$ cat src/rtl/core/klx_pkg.sv
// Shared types, constants and character-class helpers for the keyword/identifier lexer.
// Has no dependencies; every other lexer file imports it.
package klx_pkg;

    localparam int LENGTH_BITS   = 8;
    localparam int POSITION_BITS = 16;
    localparam int QDEPTH        = 4;
    localparam int QPTR_BITS     = $clog2(QDEPTH);
    localparam int QCNT_BITS     = $clog2(QDEPTH + 1);

    typedef enum logic [3:0] {
        K_INT       = 4'd0,
        K_PRINT     = 4'd1,
        K_NUMBER    = 4'd2,
        K_ID        = 4'd3,
        K_ASSIGN    = 4'd4,
        K_MUL       = 4'd5,
        K_ADD       = 4'd6,
        K_LPAREN    = 4'd7,
        K_RPAREN    = 4'd8,
        K_SEMICOLON = 4'd9,
        K_EOF       = 4'd10
    } kind_t;

    typedef enum logic [2:0] {
        PH_IDLE = 3'b001,
        PH_NUM  = 3'b010,
        PH_ID   = 3'b100
    } phase_t;

    typedef enum logic [1:0] {
        CAND_NONE  = 2'd0,
        CAND_INT   = 2'd1,
        CAND_PRINT = 2'd2
    } cand_t;

    typedef struct packed {
        logic       mode;
        logic [7:0] ch;
    } in_beat_t;

    typedef struct packed {
        kind_t                    kind;
        logic [POSITION_BITS-1:0] start_offset;
        logic [LENGTH_BITS-1:0]   length;
        logic                     last;
    } out_beat_t;

    typedef struct packed {
        phase_t                   phase;
        cand_t                    cand;
        logic [2:0]               prog;
        logic [POSITION_BITS-1:0] run_start;
        logic [LENGTH_BITS-1:0]   run_len;
        logic [POSITION_BITS-1:0] char_pos;
    } lex_state_t;

    function automatic logic is_digit(input logic [7:0] c);
        return (c inside {["0":"9"]});
    endfunction

    function automatic logic is_alpha(input logic [7:0] c);
        return (c inside {["a":"z"], ["A":"Z"], "_"});
    endfunction

    function automatic logic is_punct(input logic [7:0] c);
        return (c inside {"=", "*", "+", "(", ")", ";"});
    endfunction

    function automatic kind_t punct_kind(input logic [7:0] c);
        kind_t k;
        case (c)
            "=":     k = K_ASSIGN;
            "*":     k = K_MUL;
            "+":     k = K_ADD;
            "(":     k = K_LPAREN;
            ")":     k = K_RPAREN;
            ";":     k = K_SEMICOLON;
            default: k = K_EOF;
        endcase
        return k;
    endfunction

    function automatic logic [7:0] kw_char(input cand_t cand, input logic [2:0] prog);
        logic [7:0] c;
        c = 8'h00;
        if (cand == CAND_INT) begin
            case (prog)
                3'd0:    c = "i";
                3'd1:    c = "n";
                3'd2:    c = "t";
                default: c = 8'h00;
            endcase
        end else begin
            case (prog)
                3'd0:    c = "p";
                3'd1:    c = "r";
                3'd2:    c = "i";
                3'd3:    c = "n";
                3'd4:    c = "t";
                default: c = 8'h00;
            endcase
        end
        return c;
    endfunction

endpackage

$ cat src/rtl/core/klx_step.sv
// Per-character lexer step: next run state and up to two tokens for one input beat.
// Depends on klx_pkg.
module klx_step (
    input  klx_pkg::lex_state_t st,
    input  klx_pkg::in_beat_t   beat,
    output klx_pkg::lex_state_t st_next,
    output logic [1:0]          tok_count,
    output klx_pkg::out_beat_t  tok0,
    output klx_pkg::out_beat_t  tok1
);
    import klx_pkg::*;

    logic [7:0]               c;
    logic [POSITION_BITS-1:0] pos;
    logic                     flush_v;
    logic                     start_v;
    logic                     second_v;
    out_beat_t                flush_tok;
    out_beat_t                second_tok;
    logic [LENGTH_BITS-1:0]   grown_len;
    logic [2:0]               kw_len;
    logic                     kw_hit;
    logic                     kw_done;

    always_comb begin
        c         = beat.ch;
        pos       = st.char_pos;
        grown_len = (st.run_len == {LENGTH_BITS{1'b1}}) ? st.run_len
                                                       : st.run_len + 1'b1;
        kw_len    = (st.cand == CAND_INT) ? 3'd3 : 3'd5;
        kw_hit    = (st.cand != CAND_NONE) && (st.prog < kw_len)
                    && (c == kw_char(st.cand, st.prog));
        kw_done   = ((st.prog + 3'd1) == kw_len);

        st_next    = st;
        flush_v    = 1'b0;
        start_v    = 1'b0;
        second_v   = 1'b0;
        second_tok = '0;

        if (beat.mode) begin
            flush_v                 = (st.phase != PH_IDLE);
            second_v                = 1'b1;
            second_tok.kind         = K_EOF;
            second_tok.start_offset = pos;
            second_tok.length       = '0;
        end else begin
            st_next.char_pos = pos + 1'b1;
            case (st.phase)
                PH_NUM: begin
                    if (is_digit(c)) begin
                        st_next.run_len = grown_len;
                    end else begin
                        flush_v = 1'b1;
                        start_v = 1'b1;
                    end
                end
                PH_ID: begin
                    if (kw_hit) begin
                        st_next.prog    = st.prog + 3'd1;
                        st_next.run_len = grown_len;
                        if (kw_done) begin
                            second_v                = 1'b1;
                            second_tok.kind         = (st.cand == CAND_INT) ? K_INT : K_PRINT;
                            second_tok.start_offset = st.run_start;
                            second_tok.length       = LENGTH_BITS'(kw_len);
                            st_next.phase           = PH_IDLE;
                            st_next.cand            = CAND_NONE;
                            st_next.prog            = '0;
                            st_next.run_len         = '0;
                        end
                    end else if (is_alpha(c) || is_digit(c)) begin
                        st_next.cand    = CAND_NONE;
                        st_next.prog    = '0;
                        st_next.run_len = grown_len;
                    end else begin
                        flush_v = 1'b1;
                        start_v = 1'b1;
                    end
                end
                default: begin
                    start_v = 1'b1;
                end
            endcase
        end

        if (flush_v) begin
            st_next.phase   = PH_IDLE;
            st_next.cand    = CAND_NONE;
            st_next.prog    = '0;
            st_next.run_len = '0;
        end

        if (start_v) begin
            if (is_digit(c) || is_alpha(c)) begin
                st_next.phase     = is_digit(c) ? PH_NUM : PH_ID;
                st_next.run_start = pos;
                st_next.run_len   = LENGTH_BITS'(1);
                st_next.cand      = CAND_NONE;
                st_next.prog      = '0;
                if (c == "i") begin
                    st_next.cand = CAND_INT;
                    st_next.prog = 3'd1;
                end else if (c == "p") begin
                    st_next.cand = CAND_PRINT;
                    st_next.prog = 3'd1;
                end
            end else if (is_punct(c)) begin
                second_v                = 1'b1;
                second_tok.kind         = punct_kind(c);
                second_tok.start_offset = pos;
                second_tok.length       = LENGTH_BITS'(1);
            end
        end

        if (beat.mode) begin
            st_next = '{phase: PH_IDLE, cand: CAND_NONE, prog: '0,
                        run_start: '0, run_len: '0, char_pos: '0};
        end

        flush_tok.kind         = (st.phase == PH_NUM) ? K_NUMBER : K_ID;
        flush_tok.start_offset = st.run_start;
        flush_tok.length       = st.run_len;
        flush_tok.last         = !second_v;
        second_tok.last        = 1'b1;

        tok_count = {1'b0, flush_v} + {1'b0, second_v};
        tok0      = flush_v ? flush_tok : second_tok;
        tok1      = second_tok;
    end

endmodule

$ cat src/rtl/core/klx_queue.sv
// Token queue: takes zero, one or two tokens per cycle, hands out one beat per cycle while m_ready is high.
// Depends on klx_pkg.
module klx_queue (
    input  logic               aclk,
    input  logic               aresetn,
    input  logic [1:0]         push_count,
    input  klx_pkg::out_beat_t push0,
    input  klx_pkg::out_beat_t push1,
    output logic               room2,
    output logic               m_valid,
    input  logic               m_ready,
    output klx_pkg::out_beat_t m_beat
);
    import klx_pkg::*;

    out_beat_t              q_reg [QDEPTH];
    logic [QPTR_BITS-1:0]   wr_ptr_reg;
    logic [QPTR_BITS-1:0]   wr_ptr_next;
    logic [QPTR_BITS-1:0]   rd_ptr_reg;
    logic [QPTR_BITS-1:0]   rd_ptr_next;
    logic [QCNT_BITS-1:0]   count_reg;
    logic [QCNT_BITS-1:0]   count_next;
    logic                   pop;

    assign m_valid = (count_reg != '0);
    assign m_beat  = q_reg[rd_ptr_reg];
    assign room2   = (count_reg <= QCNT_BITS'(QDEPTH - 2));
    assign pop     = m_valid && m_ready;

    always_comb begin
        wr_ptr_next = wr_ptr_reg + QPTR_BITS'(push_count);
        rd_ptr_next = rd_ptr_reg + QPTR_BITS'(pop);
        count_next  = count_reg + QCNT_BITS'(push_count) - QCNT_BITS'(pop);
    end

    always_ff @(posedge aclk) begin
        if (!aresetn) begin
            wr_ptr_reg <= '0;
            rd_ptr_reg <= '0;
            count_reg  <= '0;
        end else begin
            wr_ptr_reg <= wr_ptr_next;
            rd_ptr_reg <= rd_ptr_next;
            count_reg  <= count_next;
        end
    end

    always_ff @(posedge aclk) begin
        if (push_count != 2'd0) begin
            q_reg[wr_ptr_reg] <= push0;
        end
        if (push_count == 2'd2) begin
            q_reg[wr_ptr_reg + 1'b1] <= push1;
        end
    end

    a_count_bound: assert property (@(posedge aclk) disable iff (!aresetn)
        count_reg <= QCNT_BITS'(QDEPTH))
        else $error("token queue count out of range");

    a_no_overflow: assert property (@(posedge aclk) disable iff (!aresetn)
        (push_count != 2'd0) |-> (({1'b0, count_reg} + (QCNT_BITS+1)'(push_count))
                                  <= (QCNT_BITS+1)'(QDEPTH)))
        else $error("token queue overflow");

    a_reset_empty: assert property (@(posedge aclk)
        !aresetn |=> (count_reg == '0))
        else $error("token queue not empty after reset");

    a_ptr_gap: assert property (@(posedge aclk) disable iff (!aresetn)
        (wr_ptr_reg - rd_ptr_reg) == QPTR_BITS'(count_reg))
        else $error("token queue pointers disagree with count");

endmodule

$ cat src/rtl/core/keyword_identifier_lexer.sv
// Top level of the keyword/identifier lexer: input register, run state, token queue.
// Depends on klx_pkg, klx_step and klx_queue.
//
//  port group   dir  beat type    meaning
//  s_*          in   in_beat_t    one character or end of text
//  m_*          out  out_beat_t   one token: kind, start offset, length, last
//
//  One character per cycle sustained while tokens drain at one per cycle; m_valid rises the
//  cycle after a beat advances from the input register into the token queue with a token.
//  A beat that yields two tokens (flush plus single-character token or EOF) queues both at
//  once; the four-entry token queue absorbs this, and s_ready drops only while the queue
//  lacks room for two tokens and a character is waiting in the input register.
//  Reset (aresetn low, synchronous) empties the input register and the queue and returns the
//  run state and character position to zero.
module keyword_identifier_lexer (
    input  logic               aclk,
    input  logic               aresetn,
    input  logic               s_valid,
    output logic               s_ready,
    input  klx_pkg::in_beat_t  s_beat,
    output logic               m_valid,
    input  logic               m_ready,
    output klx_pkg::out_beat_t m_beat
);
    import klx_pkg::*;

    logic       in_valid_reg;
    in_beat_t   in_beat_reg;
    lex_state_t state_reg;
    lex_state_t state_next;
    logic [1:0] tok_count;
    out_beat_t  tok0;
    out_beat_t  tok1;
    logic       room2;
    logic       advance;

    assign advance = in_valid_reg && room2;
    assign s_ready = !in_valid_reg || advance;

    klx_step u_step (
        .st        (state_reg),
        .beat      (in_beat_reg),
        .st_next   (state_next),
        .tok_count (tok_count),
        .tok0      (tok0),
        .tok1      (tok1)
    );

    klx_queue u_queue (
        .aclk       (aclk),
        .aresetn    (aresetn),
        .push_count (advance ? tok_count : 2'd0),
        .push0      (tok0),
        .push1      (tok1),
        .room2      (room2),
        .m_valid    (m_valid),
        .m_ready    (m_ready),
        .m_beat     (m_beat)
    );

    always_ff @(posedge aclk) begin
        if (!aresetn) begin
            in_valid_reg <= 1'b0;
            state_reg    <= '{phase: PH_IDLE, cand: CAND_NONE, prog: '0,
                              run_start: '0, run_len: '0, char_pos: '0};
        end else begin
            if (s_valid && s_ready) begin
                in_valid_reg <= 1'b1;
            end else if (advance) begin
                in_valid_reg <= 1'b0;
            end
            if (advance) begin
                state_reg <= state_next;
            end
        end
    end

    always_ff @(posedge aclk) begin
        if (s_valid && s_ready) begin
            in_beat_reg <= s_beat;
        end
    end

    a_hold_when_full: assert property (@(posedge aclk) disable iff (!aresetn)
        (in_valid_reg && !room2) |=> (in_valid_reg && $stable(state_reg)))
        else $error("input beat dropped while queue full");

    a_eof_resets: assert property (@(posedge aclk) disable iff (!aresetn)
        (advance && in_beat_reg.mode) |=> (state_reg.char_pos == '0
                                           && state_reg.phase == PH_IDLE))
        else $error("end of text did not clear run state");

    a_prog_bound: assert property (@(posedge aclk) disable iff (!aresetn)
        (state_reg.cand != CAND_NONE) |-> (state_reg.prog != 3'd0
                                           && state_reg.phase == PH_ID))
        else $error("keyword candidate outside identifier run");

endmodule
$ cat config.mk
export PLATFORM = sky130hd
export DESIGN_NAME = keyword_identifier_lexer
export DESIGN_NICKNAME = d
export VERILOG_FILES = /design/src/rtl/core/klx_pkg.sv /design/src/rtl/core/klx_step.sv /design/src/rtl/core/klx_queue.sv /design/src/rtl/core/keyword_identifier_lexer.sv
export SDC_FILE = /design/constraint.sdc
export NUM_CORES = 1
export LEC_CHECK = 0
export ABC_CLOCK_PERIOD_IN_PS = 6980
export BUFFER_PORTS_ARGS = -buffer_cell sky130_fd_sc_hd__buf_2
export CORE_MARGIN = 2
export CORE_UTILIZATION = 32
export CTS_BUF_LIST = sky130_fd_sc_hd__clkbuf_2 sky130_fd_sc_hd__clkbuf_4 sky130_fd_sc_hd__clkbuf_8
export DETAILED_ROUTE_END_ITERATION = 6
export GPL_TIMING_DRIVEN = 0
export PLACE_DENSITY_LB_ADDON = 0.25
export SLEW_MARGIN = 10
export SYNTH_ARGS = -nofsm -noshare
export SYNTH_HDL_FRONTEND = slang
export SYNTH_HIERARCHICAL = 1
export SYNTH_SLANG_ARGS = --single-unit
$ cat constraint.sdc
create_clock -name aclk -period 6.98 [get_ports aclk]
set_input_delay 1.396 -clock aclk [delete_from_list [all_inputs] [get_ports aclk]]
set_output_delay 1.396 -clock aclk [all_outputs]
set_load 0.02 [all_outputs]
==> reports/metrics.yaml, run 1 <==
critical_path:
  reg2regPathDepth: 15
  startpoint_type: "flop"
  worstPathArrival_ns: 5.37
  slowest_stage: "a21oi_4"
  reg2reg_slack_ns: 1.80
  crit_chain: "inv_1 > ha_1 > mux2i_1 > o22ai_1 > or3_1 > a221oi_4 > nand4_2 > and3_1 > buf_6 > clkbuf_1 > ha_1 > and3_1 > or3b_2 > a21oi_4 > buf_16"
  cp.required_ns: 7.18
  critical_path_class: "reg -> reg"
  crit_fanout: 17
  r2r_start: "state_reg[40]"
  max_stage_delay_ns: 0.64
  endpoint_kind: "flop"
  r2r-end: "u_queue/q_reg[2][12]"
worst_hold_path:
  min_to: "state_reg[3]"
  hold_path.startpoint: "state_reg[3]"
  worst_hold_path.num_cells: 2
  hold_path.class: "reg -> reg"
power_and_ir_drop:
  switching_share: 0.307
  p_leak_nw: 4.34
  power_switching_mw: 0.818
  irDropWorstVdd_uv: 123
  finalPower_mw: 2.66
  power_density_nw_per_um2: 220
  combPwrFrac: 0.249
  pwr-share-clk: 0.294
  internal-power_mw: 1.85
  power_frac_seq: 0.457
timing:
  max_slew_margin: 0.384
  min_period_ns: 5.18
  slew_violations: 0
  worst_pin_slew_ns: 0.922
  max_freq_mhz: 193
  hold_violations: 0
  whs_ns: 0.470
  setup_slack_ns: 1.80
  fin_crit_sh: 0.742
  setup_violations: 0
  clock_skew_ns: 0.0130
  rsz0062_at_grt: "no"
final_layout:
  final_cell_area_sq_um: 12100
  largest_reg_flops: 116
  antenna_cells: 0
  post-route-util: 0.363
  areaGrowthSynthToFinish_pct: 12.7
  nets: 1041
  drive_above_1_share: 0.284
  layout_commonest_cell: "edfxtp_1"
  layout_common_cells: "edfxtp_1 (125), nand2_1 (94), mux2_2 (78), buf_2 (65), dfxtp_1 (56)"
clock_tree:
  postCtsHoldBufs: 0
  cts_root_buf: "clkbuf_8"
  numCtsBuffers: 17
  clock_path_buffers: 2
  cts_tree: "built"
  cts_resized: 0
  clk_pin_slew_ns: 0.10
  clk_latency_ns: 0.49
  postCtsSetupBuffers: 0
  cts.sinks: 181
  htreeDepth: 4
detailed_routing:
  drt_pre_antenna_iters: 5
  vias: 7556
  wirelength_microns: 27300
  viasPerCell: 5.13
  routedWlPerCell_microns: 18.5
  ant_nets: 0
  drt_iter0_markers: 419
  drc_errors: 0
job:
  drv_cap: 0
place:
  place.gp.congestion: 0.828
  dp_slack_ns: 1.81
  dpl.hpwl_microns: 19800
  place_area_sq_um: 11700
  numPortBuffers: 43
floorplan:
  dieArea_sq_um: 35000
  initial_utilization: 0.322
  die_y_microns: 187
  core_area_sq_um: 33300
  rows: 67
  fp.dieW_microns: 187
  io_pins: 44
yosys:
  synth_edf_count: 125
  synth-xor-area-share: 0.0196
  yosysTopAreaCell: "edfxtp_1"
  synthTopCellsByArea: "edfxtp_1 (35%), dfxtp_1 (10%), mux2_2 (8.2%), mux4_2 (6.1%), nand2_1 (3.3%)"
  synth_ff_type: "edfxtp_1"
  ys_seq_area_frac: 0.454
  synth_top_family_by_area: "multiplexers"
  yosysTopAreaCellShare: 0.350
  async_reset_ff_frac: 0
  yosys.area_share.simple: 0.151
  synth_compound_area_frac: 0.106
  yosys_warnings: 6
  syn_area_sq_um: 10700
  synth_cells: 943
  synth_mux_area_frac: 0.200
  synthAdderAreaFrac: 0.0182
  synth_area_per_cell_sq_um: 11.4
  ys_seq_elements: 181
  synth_cell_types: 75
global_routing:
  antenna_found_initial: 0
  grt_usage: 0.159
  grt_pass1_wl_microns: 43500
  grt_pass1_vias: 7527
  grt.overflow.total: 0
  grt_max_degree: 18
outcome:
  outcome: "finished, final reports clean"
## synth_stat cells (all sizes together) (7+ instances only)
library cell	instances
buf	50
mux4	29
nor2	42
a21oi	20
inv	15
nand2b	28
xnor2	7
and2	16
ha	14
a21o	7
mux2	118
mux2i	9
nor2b	7
clkbuf	33
nor3	12
nand2	94
o21ai	73
edfxtp	125
xor2	11
or3	7
nand4	53
dfxtp	56
a22o	32
nand3	19
and3	7
## critical path, delay by kind of cell, from the launching register on
kind	cells	cell delay [ns]
and+or+nand+nor	5	1.62
buffers and inverters	4	0.75
muxes	1	0.20
DFF	1	0.45
AOI/OAI and AO/OA	3	1.19
adders and majority gates	2	0.63
## cell families (layout without fill, tap and decap cells)
| kind of cell | Yosys count | after routing |
|---|---|---|
| xor+xnor | 20 | 20 |
| other cells | 2 | 6 |
| buf+inv | 98 | 176 |
| mux | 156 | 156 |
| flops | 181 | 181 |
| simple gates | 308 | 308 |
| fa+ha+maj | 15 | 15 |
| compound gates | 163 | 163 |
## per-layer routing
| metal | track usage | part of all wire | up-vias | wire [microns] |
|---|---|---|---|---|
| li1 | - | - | 3664 | - |
| met1 | 0.218 | 0.48 | 3720 | 13000 |
| met2 | 0.263 | 0.47 | 151 | 12900 |
| met3 | 0.0255 | 0.036 | 21 | 990 |
| met4 | 0.0418 | 0.013 | 0 | 344 |
| met5 | 0 | 0 | - | 0 |
## stage by stage
stage / instances / TNS, ns
finish: 1473 / 0
global placement: 1438 / -5.37
CTS: 1473 / 0
detailed placement: 1442 / 0
floorplan: 947 / 0
global route: 1473 / 0
## power by group through the flow
stage | sequential [mW] | clock (mW) | combinational, mW
5_1_grt | 1.22 | 0.844 | 0.723
2_1_floorplan | 1.24 | 0 | 0.467
6_report | 1.22 | 0.784 | 0.663
3_3_place_gp | 1.25 | 0 | 0.652
3_5_place_dp | 1.24 | 0 | 0.672
4_1_cts | 1.22 | 0.806 | 0.674
## how the worst max path moves through the flow
stage                       start                    to  slack [ns]  cells after the start
detailed placement  state_reg[40]  u_queue/q_reg[2][16]        1.81                     15
CTS                 state_reg[40]  u_queue/q_reg[2][12]        1.80                     15
global route        state_reg[40]  u_queue/q_reg[2][12]        1.51                     15
floorplan           state_reg[40]   u_queue/q_reg[2][0]        1.68                     14
global placement    state_reg[40]  u_queue/q_reg[2][16]       -0.19                     14
finish              state_reg[40]  u_queue/q_reg[2][12]        1.80                     15
## area by class of cell
cell class / count / area (sq um)
Timing Repair Buffer: 47 / 325
Clock buffer: 18 / 241
Multi-Input combinational cell: 668 / 5380
Tap cell: 448 / 561
Buffer: 83 / 477
Sequential cell: 181 / 4870
Fill cell: 3303 / 21200
Clock inverter: 13 / 179
Inverter: 15 / 61.3
No activity file was read; power rests on OpenSTA's default activity.
==> run 2, diff against run 1 <==
- ABC_CLOCK_PERIOD_IN_PS: 6980 -> 4500
- clock period: 6.98 -> 4.5 ns (I/O delays scaled with it)
==> run 2 against run 1 <==
Critical path depth is the same; wire length grew 1.2%; final cell count grew 0.68%; via count grew 1.2%; non-clock buffer count grew 8.
==> reports/metrics.yaml, run 2 (synthesis gave the netlist of run 1 again) <==
final_layout:
  largest_reg_flops: 116  # unchanged
  layout_common_cells: "edfxtp_1 (125), nand2_1 (94), mux2_2 (78), buf_2 (63), dfxtp_1 (54)"
  seqCellArea_sq_um: 4880  # about the same
  fin_cells: 1483  # +0.68%
  final_cell_area_sq_um: 12200  # +0.74%
  multi_input_area_sq_um: 5410  # +0.61%
  areaGrowthSynthToFinish_pct: 13.6
  antenna_cells: 0  # unchanged
  post-route-util: 0.366  # +0.00271
  nets: 1050  # +0.86%
  fillers: 3298  # -0.15%
  layout_commonest_cell: "edfxtp_1"
  drive_above_1_share: 0.297  # +0.0127
worst_hold_path:
  hold_path.startpoint: "state_reg[5]"
  hold_path.class: "reg -> reg"
  worst_hold_path.num_cells: 2  # unchanged
  min_to: "state_reg[5]"
critical_path:
  startpoint_type: "flop"
  worstPathArrival_ns: 4.50  # -0.87 ns
  r2r_start: "state_reg[40]"
  r2r-end: "u_queue/q_reg[1][18]"
  endpoint_kind: "flop"
  critical_path_class: "reg -> reg"
  cp.required_ns: 4.72  # -2.46 ns
  reg2regPathDepth: 15  # unchanged
  crit_fanout: 10  # -7
  reg2reg_slack_ns: 0.22  # -1.58 ns
timing:
  setup_violations: 0  # unchanged
  min_period_ns: 4.28  # -0.896 ns
  fin_tns_setup_ns: 0  # unchanged
  worst_pin_slew_ns: 0.873  # -0.0496 ns
  fin_crit_sh: 0.951  # +0.210
  max_slew_margin: 0.417  # +0.0331
  setup_slack_ns: 0.220  # -1.58 ns
  whs_ns: 0.462  # -0.00831 ns
  hold_violations: 0  # unchanged
  max_freq_mhz: 234  # +21%
  slew_violations: 0  # unchanged
  clock_skew_ns: 0.0166  # +0.00363 ns
clock_tree:
  cts_tree: "built"
  clk_pin_slew_ns: 0.10  # about the same
  clk_latency_ns: 0.48  # about the same
  cts_root_buf: "clkbuf_8"
  clock_path_buffers: 2  # unchanged
  postCtsHoldBufs: 0  # unchanged
  htreeDepth: 4  # unchanged
  cts.sinks: 181  # unchanged
  numCtsBuffers: 17  # unchanged
detailed_routing:
  viasPerCell: 5.16  # +0.52%
  vias: 7647  # +1.2%
  drc_errors: 0  # unchanged
  drt_iter0_markers: 549  # +31%
  drt_pre_antenna_iters: 5  # unchanged
  routedWlPerCell_microns: 18.6  # +0.50%
  wirelength_microns: 27600  # +1.2%
  ant_nets: 0  # unchanged
floorplan:
  rows: 67  # unchanged
  io_pins: 44  # unchanged
  dieArea_sq_um: 35000  # unchanged
  initial_utilization: 0.322  # unchanged
  fp.dieW_microns: 187  # unchanged
  die_y_microns: 187  # unchanged
  core_area_sq_um: 33300  # unchanged
place:
  place_area_sq_um: 11600  # -0.36%
  dp_slack_ns: -0.912  # -2.72 ns
  place.gp.congestion: 0.863  # +4.1%
  dp.cells: 1441  # -0.069%
  dpl.hpwl_microns: 19600  # -1.4%
  numPortBuffers: 43  # unchanged
power_and_ir_drop:
  power_density_nw_per_um2: 334  # +51%
  finalPower_mw: 4.06  # +53%
  irDropWorstVdd_uv: 179  # +45%
  p_leak_nw: 4.36  # +0.64%
global_routing:
  grt_pass1_wl_microns: 44100  # +1.5%
  grt_max_degree: 23  # +5
  grt_pass1_vias: 7581  # +0.72%
  antenna_found_initial: 0  # unchanged
  grt_usage: 0.161  # +0.00186
  grt.overflow.total: 0  # unchanged
job:
  drv_cap: 0  # unchanged
outcome:
  outcome: "finished, final reports clean"
## run 2: worst max path at each step
stage                              from                    to  slack (ns)  depth (start not counted)
after floorplan           state_reg[40]   u_queue/q_reg[2][0]        0.11                         14
after global placement    state_reg[40]  u_queue/q_reg[0][17]       -1.20                         14
after detailed placement  state_reg[40]  u_queue/q_reg[2][17]       -0.91                         14
after CTS                 state_reg[40]  u_queue/q_reg[0][11]        0.05                         15
after global routing      state_reg[40]  u_queue/q_reg[0][15]     -0.0003                         15
final                     state_reg[40]  u_queue/q_reg[1][18]        0.22                         15
## run 2: per-layer routing
layer | global-route usage | up-vias | share of wire
met3 | 0.0242 | 20 | 0.035
li1 | - | 3695 | -
met4 | 0.0375 | 0 | 0.010
met5 | 0 | - | 0
met2 | 0.271 | 161 | 0.49
met1 | 0.220 | 3771 | 0.47
## run 2: report_power, final
part           switching (mW)  internal [mW]
combinational           0.627          0.417
sequential             0.0383           1.85
clock                   0.634          0.497
## run 2: cell type report
| cell class | count | share of cell area |
|---|---|---|
| multi-input cells | 669 | 0.444 |
| flip-flops and latches | 181 | 0.400 |
| well taps | 448 | 0.0460 |
| plain buffers | 82 | 0.0395 |
| repair buffers | 56 | 0.0335 |
| clock buffers | 17 | 0.0192 |
| clock inverters | 15 | 0.0126 |
| inverters | 15 | 0.00503 |
## run 2: critical path, cell delays in order, from the launching register on
cell and delay [ns]:
dfxtp_2 0.39, inv_1 0.12, ha_1 0.27, nor3_1 0.20, o22ai_1 0.13, or3_1 0.37
a221oi_4 0.42, nand3_2 0.22, nor3_2 0.25, or2_2 0.17, ha_1 0.22, and3_4 0.23
nor4b_2 0.34, buf_4 0.18, buf_6 0.16, mux2_1 0.35
## run 2: what timing repair did
item                                    4_1_cts  5_1_grt
endpoints found under the setup margin      232      170
cloned                                        1        0
pin swaps                                     3        1
gates resized for setup                       4        7
buffers inserted                              9        1
